--- config.mk ---
export PLATFORM = sky130hd
export DESIGN_NAME = positional_list_engine
export DESIGN_NICKNAME = d
export VERILOG_FILES = /design/src/rtl/plist_pkg.sv /design/src/rtl/plist_front.sv /design/src/rtl/plist_back.sv /design/src/rtl/positional_list_engine.sv
export VERILOG_INCLUDE_DIRS = /design/src /design/src/rtl
export SDC_FILE = /design/constraint.sdc
export NUM_CORES = 2
export LEC_CHECK = 0
export BUFFER_PORTS_ARGS = -buffer_cell sky130_fd_sc_hd__buf_2
export CORE_MARGIN = 4
export CORE_UTILIZATION = 34
export CTS_CLUSTER_DIAMETER = 150
export DETAILED_ROUTE_END_ITERATION = 12
export PLACE_DENSITY = 0.52
export SETUP_SLACK_MARGIN = 0.5
export SYNTH_ARGS = -nofsm -noshare
export SYNTH_HDL_FRONTEND = slang
export SYNTH_HIERARCHICAL = 1
export SYNTH_SLANG_ARGS = --single-unit
--- constraint.sdc ---
create_clock -name clock -period 17.2 [get_ports clock]
set_input_delay 0.86 -clock clock [delete_from_list [all_inputs] [get_ports clock]]
set_output_delay 0.86 -clock clock [all_outputs]
set_load 0.02 [all_outputs]
--- src/rtl/positional_list_engine_assert.svh ---
// Assertion macros used by the positional list engine back end.
`ifndef POSITIONAL_LIST_ENGINE_ASSERT_SVH
`define POSITIONAL_LIST_ENGINE_ASSERT_SVH

// Consequent must hold in the same cycle as the antecedent.
`define PLE_ASSERT_SAME(label, clk, rst, ante, cons) \
   label: assert property (@(posedge clk) disable iff (rst) (ante) |-> (cons)) \
      else $error("positional list engine: same-cycle check failed");

// Consequent must hold in the cycle after the antecedent.
`define PLE_ASSERT_NEXT(label, clk, rst, ante, cons) \
   label: assert property (@(posedge clk) disable iff (rst) (ante) |=> (cons)) \
      else $error("positional list engine: next-cycle check failed");

`endif

--- src/rtl/plist_pkg.sv ---
// Package: word types, operation codes, status codes and defaults of the list engine.
package plist_pkg;

   // Field widths of the request and response words
   localparam int OP_FIELD_W   = 4;
   localparam int RD_FIELD_W   = 2;
   localparam int POS_FIELD_W  = 7;
   localparam int ELEM_FIELD_W = 32;
   localparam int STAT_FIELD_W = 2;
   localparam int CNT_FIELD_W  = 7;

   // Parameter defaults
   localparam int CAPACITY_DEFAULT      = 64;
   localparam int ELEMENT_WIDTH_DEFAULT = 32;

   // Operation codes
   localparam logic [OP_FIELD_W-1:0] OP_INSERT_HEAD = 4'd0;
   localparam logic [OP_FIELD_W-1:0] OP_INSERT_POS  = 4'd1;
   localparam logic [OP_FIELD_W-1:0] OP_INSERT_TAIL = 4'd2;
   localparam logic [OP_FIELD_W-1:0] OP_REMOVE_HEAD = 4'd3;
   localparam logic [OP_FIELD_W-1:0] OP_REMOVE_POS  = 4'd4;
   localparam logic [OP_FIELD_W-1:0] OP_REMOVE_TAIL = 4'd5;
   localparam logic [OP_FIELD_W-1:0] OP_SET_HEAD    = 4'd6;
   localparam logic [OP_FIELD_W-1:0] OP_SET_POS     = 4'd7;
   localparam logic [OP_FIELD_W-1:0] OP_SET_TAIL    = 4'd8;
   localparam logic [OP_FIELD_W-1:0] OP_CLEAR       = 4'd9;

   // Read request codes
   localparam logic [RD_FIELD_W-1:0] RD_NONE  = 2'd0;
   localparam logic [RD_FIELD_W-1:0] RD_HEAD  = 2'd1;
   localparam logic [RD_FIELD_W-1:0] RD_OTHER = 2'd2;

   // Response status codes
   localparam logic [STAT_FIELD_W-1:0] STAT_OK     = 2'd0;
   localparam logic [STAT_FIELD_W-1:0] STAT_FULL   = 2'd1;
   localparam logic [STAT_FIELD_W-1:0] STAT_EMPTY  = 2'd2;
   localparam logic [STAT_FIELD_W-1:0] STAT_BADPOS = 2'd3;

   typedef struct packed {
      logic [OP_FIELD_W-1:0]   operation;
      logic [RD_FIELD_W-1:0]   read_request;
      logic [POS_FIELD_W-1:0]  position;
      logic [ELEM_FIELD_W-1:0] element;
   } plist_req_type;

   typedef struct packed {
      logic [STAT_FIELD_W-1:0] status;
      logic [ELEM_FIELD_W-1:0] element_out;
      logic [CNT_FIELD_W-1:0]  count;
   } plist_rsp_type;

   // Decoded command kinds and list places
   typedef enum logic [2:0] {
      KIND_NOP,
      KIND_READ,
      KIND_INSERT,
      KIND_REMOVE,
      KIND_SET,
      KIND_CLEAR
   } plist_kind_type;

   typedef enum logic [1:0] {
      PLACE_HEAD,
      PLACE_POS,
      PLACE_TAIL
   } plist_place_type;

   // Command word handed from the front end to the execution back end
   typedef struct packed {
      plist_kind_type          kind;
      plist_place_type         place;
      logic [POS_FIELD_W-1:0]  position;
      logic [ELEM_FIELD_W-1:0] element;
   } plist_cmd_type;

endpackage

--- src/rtl/plist_front.sv ---
// Front end: accepts request words, decodes them into commands and queues them.
module plist_front
   import plist_pkg::*;
(
   input  logic          clock,
   input  logic          reset,
   input  logic          req_valid,
   output logic          req_stall,
   input  plist_req_type req_word,
   output logic          cmd_valid,
   output plist_cmd_type cmd,
   input  logic          cmd_pop
);

   localparam int QDEPTH = 2;
   localparam int QPW    = $clog2(QDEPTH);
   localparam int QFW    = $clog2(QDEPTH + 1);

   plist_cmd_type  cmd_in;
   plist_cmd_type  slot_ff [QDEPTH];
   logic [QPW-1:0] wr_ptr_ff, wr_ptr_in;
   logic [QPW-1:0] rd_ptr_ff, rd_ptr_in;
   logic [QFW-1:0] fill_ff, fill_in;
   logic           push;
   logic           positional;

   // Decode: a read request overrides the operation code
   always_comb begin
      positional = (req_word.operation == OP_INSERT_POS) ||
                   (req_word.operation == OP_REMOVE_POS) ||
                   (req_word.operation == OP_SET_POS);
      cmd_in.position = req_word.position;
      cmd_in.element  = req_word.element;
      cmd_in.kind     = KIND_NOP;
      cmd_in.place    = PLACE_HEAD;
      if (req_word.read_request == RD_HEAD) begin
         cmd_in.kind  = KIND_READ;
         cmd_in.place = PLACE_HEAD;
      end else if (req_word.read_request == RD_OTHER) begin
         cmd_in.kind  = KIND_READ;
         cmd_in.place = positional ? PLACE_POS : PLACE_TAIL;
      end else begin
         case (req_word.operation)
            OP_INSERT_HEAD: begin
               cmd_in.kind  = KIND_INSERT;
               cmd_in.place = PLACE_HEAD;
            end
            OP_INSERT_POS: begin
               cmd_in.kind  = KIND_INSERT;
               cmd_in.place = PLACE_POS;
            end
            OP_INSERT_TAIL: begin
               cmd_in.kind  = KIND_INSERT;
               cmd_in.place = PLACE_TAIL;
            end
            OP_REMOVE_HEAD: begin
               cmd_in.kind  = KIND_REMOVE;
               cmd_in.place = PLACE_HEAD;
            end
            OP_REMOVE_POS: begin
               cmd_in.kind  = KIND_REMOVE;
               cmd_in.place = PLACE_POS;
            end
            OP_REMOVE_TAIL: begin
               cmd_in.kind  = KIND_REMOVE;
               cmd_in.place = PLACE_TAIL;
            end
            OP_SET_HEAD: begin
               cmd_in.kind  = KIND_SET;
               cmd_in.place = PLACE_HEAD;
            end
            OP_SET_POS: begin
               cmd_in.kind  = KIND_SET;
               cmd_in.place = PLACE_POS;
            end
            OP_SET_TAIL: begin
               cmd_in.kind  = KIND_SET;
               cmd_in.place = PLACE_TAIL;
            end
            OP_CLEAR: begin
               cmd_in.kind  = KIND_CLEAR;
               cmd_in.place = PLACE_HEAD;
            end
            default: begin
               cmd_in.kind  = KIND_NOP;
               cmd_in.place = PLACE_HEAD;
            end
         endcase
      end
   end

   // Command queue control
   assign req_stall = (fill_ff == QFW'(QDEPTH));
   assign push      = req_valid && !req_stall;
   assign cmd_valid = (fill_ff != '0);
   assign cmd       = slot_ff[rd_ptr_ff];

   always_comb begin
      wr_ptr_in = push ? wr_ptr_ff + QPW'(1) : wr_ptr_ff;
      rd_ptr_in = cmd_pop ? rd_ptr_ff + QPW'(1) : rd_ptr_ff;
      fill_in   = fill_ff;
      if (push && !cmd_pop) begin
         fill_in = fill_ff + QFW'(1);
      end else if (!push && cmd_pop) begin
         fill_in = fill_ff - QFW'(1);
      end
   end

   always_ff @(posedge clock) begin
      if (reset) begin
         wr_ptr_ff <= '0;
         rd_ptr_ff <= '0;
         fill_ff   <= '0;
      end else begin
         wr_ptr_ff <= wr_ptr_in;
         rd_ptr_ff <= rd_ptr_in;
         fill_ff   <= fill_in;
      end
   end

   // Queue slots hold payload only
   always_ff @(posedge clock) begin
      if (push) begin
         slot_ff[wr_ptr_ff] <= cmd_in;
      end
   end

endmodule

--- src/rtl/plist_back.sv ---
// Back end: list store, shift sequencer and response register.
`include "positional_list_engine_assert.svh"

module plist_back
   import plist_pkg::*;
#(
   parameter int CAPACITY      = CAPACITY_DEFAULT,
   parameter int ELEMENT_WIDTH = ELEMENT_WIDTH_DEFAULT
)
(
   input  logic          clock,
   input  logic          reset,
   input  logic          cmd_valid,
   input  plist_cmd_type cmd,
   output logic          cmd_pop,
   output logic          rsp_valid,
   input  logic          rsp_stall,
   output plist_rsp_type rsp_word
);

   localparam int SW = (ELEMENT_WIDTH < ELEM_FIELD_W) ? ELEMENT_WIDTH : ELEM_FIELD_W;
   localparam int IW = $clog2(CAPACITY);
   localparam int CW = $clog2(CAPACITY + 1);
   localparam int PW = (CW > POS_FIELD_W) ? CW : POS_FIELD_W;

   typedef enum logic [2:0] {
      S_IDLE,
      S_READ_WAIT,
      S_REM_FETCH,
      S_SHIFT_UP,
      S_SHIFT_DOWN,
      S_PUT,
      S_RESULT
   } state_type;

   state_type               state_ff, state_in;
   logic [CW-1:0]           count_ff, count_in;
   logic [IW-1:0]           wr_ptr_ff, wr_ptr_in;
   logic [IW-1:0]           tgt_ff, tgt_in;
   logic [SW-1:0]           value_ff, value_in;
   logic [STAT_FIELD_W-1:0] res_status_ff, res_status_in;
   logic [SW-1:0]           res_elem_ff, res_elem_in;
   logic                    rsp_valid_ff, rsp_valid_in;
   plist_rsp_type           rsp_word_ff, rsp_word_in;

   logic [SW-1:0]           store_mem [CAPACITY];
   logic [SW-1:0]           rd_data_ff;
   logic                    mem_we;
   logic [IW-1:0]           mem_waddr;
   logic [SW-1:0]           mem_wdata;
   logic [IW-1:0]           mem_raddr;

   logic                    empty;
   logic                    full;
   logic                    pos_ok;
   logic [PW-1:0]           pos_ext;
   logic [IW-1:0]           pos_idx;
   logic [IW-1:0]           tail_idx;
   logic [IW-1:0]           end_idx;
   logic [IW-1:0]           sel_idx;
   logic [IW-1:0]           ins_idx;

   // Place checks against the current count
   always_comb begin
      empty    = (count_ff == '0);
      full     = (count_ff == CW'(CAPACITY));
      pos_ext  = PW'(cmd.position);
      pos_ok   = (cmd.position != '0) && (pos_ext <= PW'(count_ff));
      pos_idx  = IW'(pos_ext - PW'(1));
      tail_idx = IW'(count_ff - CW'(1));
      end_idx  = IW'(count_ff);
      case (cmd.place)
         PLACE_HEAD: begin
            sel_idx = '0;
            ins_idx = '0;
         end
         PLACE_POS: begin
            sel_idx = pos_idx;
            ins_idx = pos_idx;
         end
         PLACE_TAIL: begin
            sel_idx = tail_idx;
            ins_idx = end_idx;
         end
         default: begin
            sel_idx = '0;
            ins_idx = '0;
         end
      endcase
   end

   // Sequencer
   always_comb begin
      state_in      = state_ff;
      count_in      = count_ff;
      wr_ptr_in     = wr_ptr_ff;
      tgt_in        = tgt_ff;
      value_in      = value_ff;
      res_status_in = res_status_ff;
      res_elem_in   = res_elem_ff;
      rsp_valid_in  = rsp_valid_ff && rsp_stall;
      rsp_word_in   = rsp_word_ff;
      cmd_pop       = 1'b0;
      mem_we        = 1'b0;
      mem_waddr     = wr_ptr_ff;
      mem_wdata     = rd_data_ff;
      mem_raddr     = '0;

      case (state_ff)
         S_IDLE: begin
            if (cmd_valid) begin
               cmd_pop       = 1'b1;
               value_in      = SW'(cmd.element);
               res_status_in = STAT_OK;
               res_elem_in   = '0;
               state_in      = S_RESULT;
               case (cmd.kind)
                  KIND_READ: begin
                     if (empty) begin
                        res_status_in = STAT_EMPTY;
                     end else if (cmd.place == PLACE_POS && !pos_ok) begin
                        res_status_in = STAT_BADPOS;
                     end else begin
                        mem_raddr = sel_idx;
                        state_in  = S_READ_WAIT;
                     end
                  end
                  KIND_INSERT: begin
                     if (cmd.place == PLACE_POS && !pos_ok) begin
                        res_status_in = STAT_BADPOS;
                     end else if (full) begin
                        res_status_in = STAT_FULL;
                     end else begin
                        tgt_in = ins_idx;
                        if (ins_idx == end_idx) begin
                           state_in = S_PUT;
                        end else begin
                           mem_raddr = tail_idx;
                           wr_ptr_in = end_idx;
                           state_in  = S_SHIFT_UP;
                        end
                     end
                  end
                  KIND_REMOVE: begin
                     if (empty) begin
                        res_status_in = STAT_EMPTY;
                     end else if (cmd.place == PLACE_POS && !pos_ok) begin
                        res_status_in = STAT_BADPOS;
                     end else begin
                        mem_raddr = sel_idx;
                        tgt_in    = sel_idx;
                        state_in  = S_REM_FETCH;
                     end
                  end
                  KIND_SET: begin
                     if (empty) begin
                        res_status_in = STAT_EMPTY;
                     end else if (cmd.place == PLACE_POS && !pos_ok) begin
                        res_status_in = STAT_BADPOS;
                     end else begin
                        mem_we    = 1'b1;
                        mem_waddr = sel_idx;
                        mem_wdata = SW'(cmd.element);
                     end
                  end
                  KIND_CLEAR: begin
                     count_in = '0;
                  end
                  default: begin
                  end
               endcase
            end
         end
         S_READ_WAIT: begin
            res_elem_in = rd_data_ff;
            state_in    = S_RESULT;
         end
         S_REM_FETCH: begin
            // Capture the removed element, then close the gap if any
            res_elem_in = rd_data_ff;
            if (CW'(tgt_ff) + CW'(1) == count_ff) begin
               count_in = count_ff - CW'(1);
               state_in = S_RESULT;
            end else begin
               mem_raddr = IW'(CW'(tgt_ff) + CW'(1));
               wr_ptr_in = tgt_ff;
               state_in  = S_SHIFT_DOWN;
            end
         end
         S_SHIFT_DOWN: begin
            // Entry at wr_ptr+1 moves down; next read two ahead
            mem_we = 1'b1;
            if (CW'(wr_ptr_ff) + CW'(2) == count_ff) begin
               count_in = count_ff - CW'(1);
               state_in = S_RESULT;
            end else begin
               mem_raddr = IW'(CW'(wr_ptr_ff) + CW'(2));
               wr_ptr_in = IW'(CW'(wr_ptr_ff) + CW'(1));
            end
         end
         S_SHIFT_UP: begin
            // Entry at wr_ptr-1 moves up; next read two behind
            mem_we = 1'b1;
            if (wr_ptr_ff == IW'(CW'(tgt_ff) + CW'(1))) begin
               state_in = S_PUT;
            end else begin
               mem_raddr = IW'(CW'(wr_ptr_ff) - CW'(2));
               wr_ptr_in = IW'(CW'(wr_ptr_ff) - CW'(1));
            end
         end
         S_PUT: begin
            mem_we    = 1'b1;
            mem_waddr = tgt_ff;
            mem_wdata = value_ff;
            count_in  = count_ff + CW'(1);
            state_in  = S_RESULT;
         end
         S_RESULT: begin
            if (!rsp_valid_ff || !rsp_stall) begin
               rsp_valid_in            = 1'b1;
               rsp_word_in.status      = res_status_ff;
               rsp_word_in.element_out = ELEM_FIELD_W'(res_elem_ff);
               rsp_word_in.count       = CNT_FIELD_W'(count_ff);
               state_in                = S_IDLE;
            end
         end
         default: begin
            state_in = S_IDLE;
         end
      endcase
   end

   always_ff @(posedge clock) begin
      if (reset) begin
         state_ff     <= S_IDLE;
         count_ff     <= '0;
         rsp_valid_ff <= 1'b0;
      end else begin
         state_ff     <= state_in;
         count_ff     <= count_in;
         rsp_valid_ff <= rsp_valid_in;
      end
      wr_ptr_ff     <= wr_ptr_in;
      tgt_ff        <= tgt_in;
      value_ff      <= value_in;
      res_status_ff <= res_status_in;
      res_elem_ff   <= res_elem_in;
      rsp_word_ff   <= rsp_word_in;
   end

   // Element store: one write port, one registered read port
   always_ff @(posedge clock) begin
      if (mem_we) begin
         store_mem[mem_waddr] <= mem_wdata;
      end
      rd_data_ff <= store_mem[mem_raddr];
   end

   assign rsp_valid = rsp_valid_ff;
   assign rsp_word  = rsp_word_ff;

   `PLE_ASSERT_SAME(a_count_bound, clock, reset, 1'b1, count_ff <= CW'(CAPACITY))
   `PLE_ASSERT_NEXT(a_put_grows, clock, reset, state_ff == S_PUT, count_ff == $past(count_ff) + CW'(1))
   `PLE_ASSERT_SAME(a_fail_zero, clock, reset, rsp_valid_ff && rsp_word_ff.status != STAT_OK, rsp_word_ff.element_out == '0)

endmodule

--- src/rtl/positional_list_engine.sv ---
// Top level of the positional list engine: front end, command queue and back end.
//
//   channel   ports                          direction   word
//   request   req_valid req_stall req_word   in          plist_req_type
//   response  rsp_valid rsp_stall rsp_word   out         plist_rsp_type
//
// One word in gives one word out, in order. Set, clear, no-op and failing requests
// go from idle straight to the result state; reads, appends and tail removals pass
// a store access state first; other inserts and removals also shift the entries
// past the place, one entry per cycle, through the element store with its one
// write port and one registered read port. A stalled response holds the back end
// in its result state. Reset clears the count, the queue and the response valid;
// store contents are not cleared. The two-word queue keeps taking requests until
// it is full, while the back end is busy or the response is stalled.
module positional_list_engine
   import plist_pkg::*;
#(
   parameter int CAPACITY      = CAPACITY_DEFAULT,
   parameter int ELEMENT_WIDTH = ELEMENT_WIDTH_DEFAULT
)
(
   input  logic          clock,
   input  logic          reset,
   input  logic          req_valid,
   output logic          req_stall,
   input  plist_req_type req_word,
   output logic          rsp_valid,
   input  logic          rsp_stall,
   output plist_rsp_type rsp_word
);

   logic          cmd_valid;
   logic          cmd_pop;
   plist_cmd_type cmd;

   plist_front u_front (
      .clock     (clock),
      .reset     (reset),
      .req_valid (req_valid),
      .req_stall (req_stall),
      .req_word  (req_word),
      .cmd_valid (cmd_valid),
      .cmd       (cmd),
      .cmd_pop   (cmd_pop)
   );

   plist_back #(
      .CAPACITY      (CAPACITY),
      .ELEMENT_WIDTH (ELEMENT_WIDTH)
   ) u_back (
      .clock     (clock),
      .reset     (reset),
      .cmd_valid (cmd_valid),
      .cmd       (cmd),
      .cmd_pop   (cmd_pop),
      .rsp_valid (rsp_valid),
      .rsp_stall (rsp_stall),
      .rsp_word  (rsp_word)
   );

endmodule
## Word level (Yosys, flattened, before mapping)

Memory sizes are Yosys's and may differ from the RTL's. A register that Yosys moved wholly into a read port is not among the register bits.
Cells that the tools add are included.

- Flip-flop bits (word level): 134
- RAM bits: 2136
- Bits in read-only memories: 80
- Bits of input ports: 49
- Word-level logic and storage cells: 190
- Memories: 3

Memory list:

| memory | depth | bits a word | read ports | clocked after Yosys merged registers in | wr ports | line | text |
|---|---|---|---|---|---|---|---|
| u_back.store_mem | 64 | 32 | 1 | 1 | 1 | plist_back.sv:46 | `logic [SW-1:0] store_mem [CAPACITY];` |
| u_front.slot_ff | 2 | 44 | 1 | 1 | 1 | plist_front.sv:20 | `plist_cmd_type slot_ff [QDEPTH];` |
| (no name shown) | 16 | 5 | 1 | 0 | 0 | plist_front.sv:43 | `case (req_word.operation)` |

- Add/sub/neg operators: 12
- Magnitude comparators: 1
- Equal/unequal tests: 41
- Muxes and demuxes: 83
- Reduce and logical (&&, ||, !) cells: 36

Operators by type and width:

| cell | count |
|---|---|
| $mux W32 | 5 |
| $mux W6 | 25 |
| $pmux W32 S2 | 2 |
| $pmux W6 S2 | 5 |
| $pmux W6 S4 | 2 |
| $mux W3 | 11 |
| $mux W7 | 4 |
| $pmux W7 S4 | 1 |
| $ne A2 B2 Y1 const B | 13 |
| $pmux W3 S6 | 1 |
| $eq A3 B3 Y1 const B | 5 |
| $mux W1 | 15 |
| $eq A7 B7 Y1 | 2 |
| $mux W2 | 7 |
| $eq A3 B2 Y1 const B | 4 |
| $eq A6 B6 Y1 | 2 |
| $sub A6 B1 Y6 const B | 2 |
| $mux W5 | 2 |
| $pmux W3 S3 | 1 |
| $reduce_and A9 Y1 | 1 |
| $eq A4 B3 Y1 const B | 2 |
| $ne A2 B1 Y1 const B | 4 |
| $reduce_bool A2 Y1 | 4 |
| $reduce_bool A4 Y1 | 2 |
| other kinds (29) | 51 |

## Longest topological paths before layout

- Word-level depth: 11
- Depth in mapped cells: 23
- Mapped depth without buffers: 15

## By module

The synthesis kept the hierarchy.

By module, submodules not included:

| module | times used | cells an instance | area each (µm²) | seq. area each (µm²) |
|---|---|---|---|---|
| plist_back | 1 | 6470 | 88422.3 | 65933.2 |
| plist_front | 1 | 195 | 3614.7 | 2742.6 |

## Least setup slack after synthesis

No wires, ideal clock.

- Path type: reg2reg
- Start point: register with a tool-made name
- End point: memory u_back/store_mem[13][0] (netlist bit), enable pin
- Library setup time: 0.421 ns
- Arrival: 5.257 ns
- Data required time: 16.779 ns
- Path slack: 11.522 ns
- Cell stages (with the launch flop): 17
- Path buffers: 2
- Clock period less this slack: 5.678 ns
- Path through: dfxtp_1 buf_2 buf_2 mux2_2 ha_1 a21o_1 a221oi_2 a21oi_1 o21ai_1 nand2_1 nor4_4 nor2_1 a221o_1 nor2_1 nand2_1 or2_2 nor2_1

RTL lines:

| item | line |
|---|---|
| end: declaration | plist_back.sv:46 |

==> results by group <==
Outcome
  • Status: finished with violations
  • Failing checks: capacitance limit, slew limit

STA
  • Peak Freq: 123 MHz
  • Final count of hold timing violations: 0
  • Setup tns final: 0 ns
  • Slew Limit Fails: 1
  • Final setup margin: 9.05 ns
  • Actual slew at the worst max-slew pin: 1.50 ns
  • Setup violators final: 0
  • Worst slew margin: -0.907%
  • Clock skew: 0.0786 ns
  • Worst hold margin: 0.153 ns
  • Final Cycle Share: 47.4%
  • Final min period: 8.15 ns
  • RSZ-0062 raised after global routing: no

Floorplanning
  • Die Height: 528 µm
  • Die Width: 528 µm
  • Rows: 190
  • Initial core utilization: 34.3%
  • Die area: 279000 µm²
  • Core area: 269000 µm²
  • I/O pin count: 92

Placement
  • Pre-CTS setup slack: 9.10 ns
  • Placer Congestion: 0.853
  • Placement Cell Area: 97000 µm²
  • PortBufs: 91
  • Post-DP HPWL: 158000 µm

GRT
  • Pin count of the biggest net entering global routing: 184
  • Initial antenna violation count: 14
  • Tot GR Track Use: 20.4%
  • Total grt overflow: 0
  • First-pass GRT wire length: 414000 µm
  • Vias in the first global route: 55100

Clocking
  • # clock sinks: 2303
  • Clock-pin slew on the worst setup and hold paths: 0.06 ns
  • H-tree Lvls: 4
  • Cts bufs inserted: 234
  • Clock Latency Late Sink: 0.92 ns
  • Hold bufs inserted after CTS: 0
  • Post-CTS Resized: 0
  • CTS tree: built
  • Setup bufs post-CTS: 0
  • CTS Root Buffer Type: clkbuf_16
  • Clock Path Buffers: 3

Synthesis
  • Syn_area_per_cell: 13.8 µm²
  • Mapped Area: 92000 µm²
  • Most area-hungry cell type in the Yosys netlist: edfxtp_1
  • Yosys top cell area share: 73.6%
  • Gate Count Post-Synth: 6665
  • Flops & latches, synth: 2303
  • Sequential-to-total area share from yosys stat: 74.6%
  • EDFF count, synth: 2255
  • Cell variety after synth: 101
  • Top post-synthesis cells by area: edfxtp_1 (74%), nand2_1 (6.7%), nand3_1 (3.4%)
  • Post-synth ARST share: 0%
  • Ys flop type: edfxtp_1
  • Synth Warn #: 6
  • Mapped Nets: 6740

Power
  • PwrDens: 202 nW/µm²
  • VDD IR-drop max: 0.230 mV
  • Tot Pwr: 21.1 mW
  • Leak: 34.8 nW

Routing
  • Routed Wire Length: 293000 µm
  • Remaining antenna violation count: 0
  • Vias: 58100
  • Pre-Repair DR Iteration Count: 6
  • Avg WL per Cell: 27.8 µm
  • Vias/cell: 5.52
  • Drt initial violations: 7167
  • DRC viols: 0

Setup path
  • Reg2reg path depth: 19
  • Reg2reg end: u_back/rd_data_ff[2]
  • Crit path kind: flop to flop
  • CP Launch Type: flop
  • Worst Path Max Fanout: 52
  • Setup crit end kind: flop
  • Critical Path RT: 18.02 ns
  • FF-to-FF setup slack: 9.05 ns
  • Worst Path Arrival: 8.96 ns

Worst hold path
  • Worst hold path class: input pin to flop
  • Hold depth: 1
  • Hold_sp: req_word[1]
  • Hold EP: u_front/slot_ff[0][1]

Cells and area
  • Share of cells above drive strength 1: 12.1%
  • FILL cells: 25000
  • Layout net count: 6830
  • Design area: 105000 µm²
  • Area Growth Syn to Fin: 13.7%

Flow run
  • Maxcap violations: 1
critical path, cell delays in order (launching register included):
cell       delay [ns]
dfxtp_2          0.31
buf_4            0.51
mux2_2           0.42
ha_1             0.70
nor2b_1          0.24
a2bb2oi_2        0.09
a2111oi_4        0.39
nand4_4          0.21
nand3_2          0.23
o2111a_2         0.57
buf_4            0.56
buf_4            0.74
buf_4            0.68
buf_4            0.58
nand3_1          0.13
nand3_1          0.10
o22ai_1          0.10
o21ai_1          0.48
o221ai_1         0.57
a21oi_1          0.31
cell families after synthesis:
family	count (synthesis)	share of synthesized area, %
multiplexers	215	2.45
adder cells (fa/ha/maj)	26	0.362
AO/OA/AOI/OAI	857	6.30
AND/OR/NAND/NOR	2755	13.2
buffers and inverters	462	2.52
XOR/XNOR	47	0.523
flip-flops	2303	74.6
placed cells by master, fill, tap and decap left out, drive strengths merged, types with 45 or more instances in the layout:
cell type and count:
a21oi 285, a221oi 60, a31oi 174, a32oi 46, and3 74, buf 286
clkbuf 315, clkinv 104, dfxtp 48, edfxtp 2255, mux2 45, mux2i 166
nand2 1638, nand3 627, nand4 88, nor2 131, nor3 65, o21ai 53
worst max path at each step:
stage | from | end | slack, ns
floorplan | flop | u_back/store_mem[13][0] | 11.52
global placement | flop | u_back/rd_data_ff[2] | 9.18
detailed placement | flop | u_back/rd_data_ff[2] | 9.10
CTS | flop | u_back/rd_data_ff[2] | 9.07
global route | flop | u_back/rd_data_ff[2] | 8.49
finish | flop | u_back/rd_data_ff[2] | 9.05
metrics by stage:
stage,instances,utilization [%]
4_1_cts,10500,39.0
3_3_place_gp,10100,36.1
6_report,10500,39.0
2_1_floorplan,6665,-
5_1_grt,10500,39.0
3_5_place_dp,10100,36.1
metal layers:
layer,part of all wire (%),track usage (%)
met5,0.016,0
met4,3.4,7.02
met3,8.3,3.65
met2,45,31.4
met1,43,29.1
power by group:
part	total [mW]	leakage (nW)	switching (mW)	internal, mW
registers	7.64	20.7	0.237	7.40
clock network	5.03	3.71	2.19	2.84
logic	8.43	10.4	6.45	1.98
total	21.1	34.8	8.88	12.2
flip-flops by register name, summed over array words and instances, names as in the netlist, 6 cells and up, named ones only:
signal	cells
u_back/count_ff	7
u_back/rd_data_ff	32
u_back/res_elem_ff	32
u_back/rsp_word	41
u_back/store_mem	2048
u_back/tgt_ff	6
u_back/value_ff	32
u_back/wr_ptr_ff	6
u_front/slot_ff	88
area by class of cell:
type / count / area (µm²) / area share (%)
Sequential cell: 2303 / 68700 / 65.6
Clock inverter: 128 / 1370 / 1.31
Multi-Input combinational cell: 3900 / 21800 / 20.8
Timing Repair Buffer: 286 / 1970 / 1.88
Clock buffer: 315 / 6270 / 5.99
Inverter: 30 / 113 / 0.108
Antenna cell: 4 / 10.0 / 0.00956
Tap cell: 3552 / 4440 / 4.25
synth_stat cells (all sizes together), types with 5 or more instances:
library cell  count
a311oi            6
a21o              5
a31oi           174
edfxtp         2255
buf             281
a221oi           60
a2bb2oi           8
nor4             15
o2111ai          13
or2               6
dfxtp            48
a21oi           285
a22o              5
nand4            88
ha               25
a32o             11
nand3           627
nor2            131
a41oi             6
mux2i           166
nand2b           14
a2111oi           5
and2             38
o21ai            53
xor2             12
mux2             45
o221ai           26
a32oi            46
and3             74
inv              28
clkbuf          151
a221o             6
nor3             65
o32a             21
xnor2            31
o31ai             9
a22oi            42
o22ai            38
nor2b             8
nand2          1638
or3              31
a211oi           13
No activity file was read; power rests on OpenSTA's default activity.
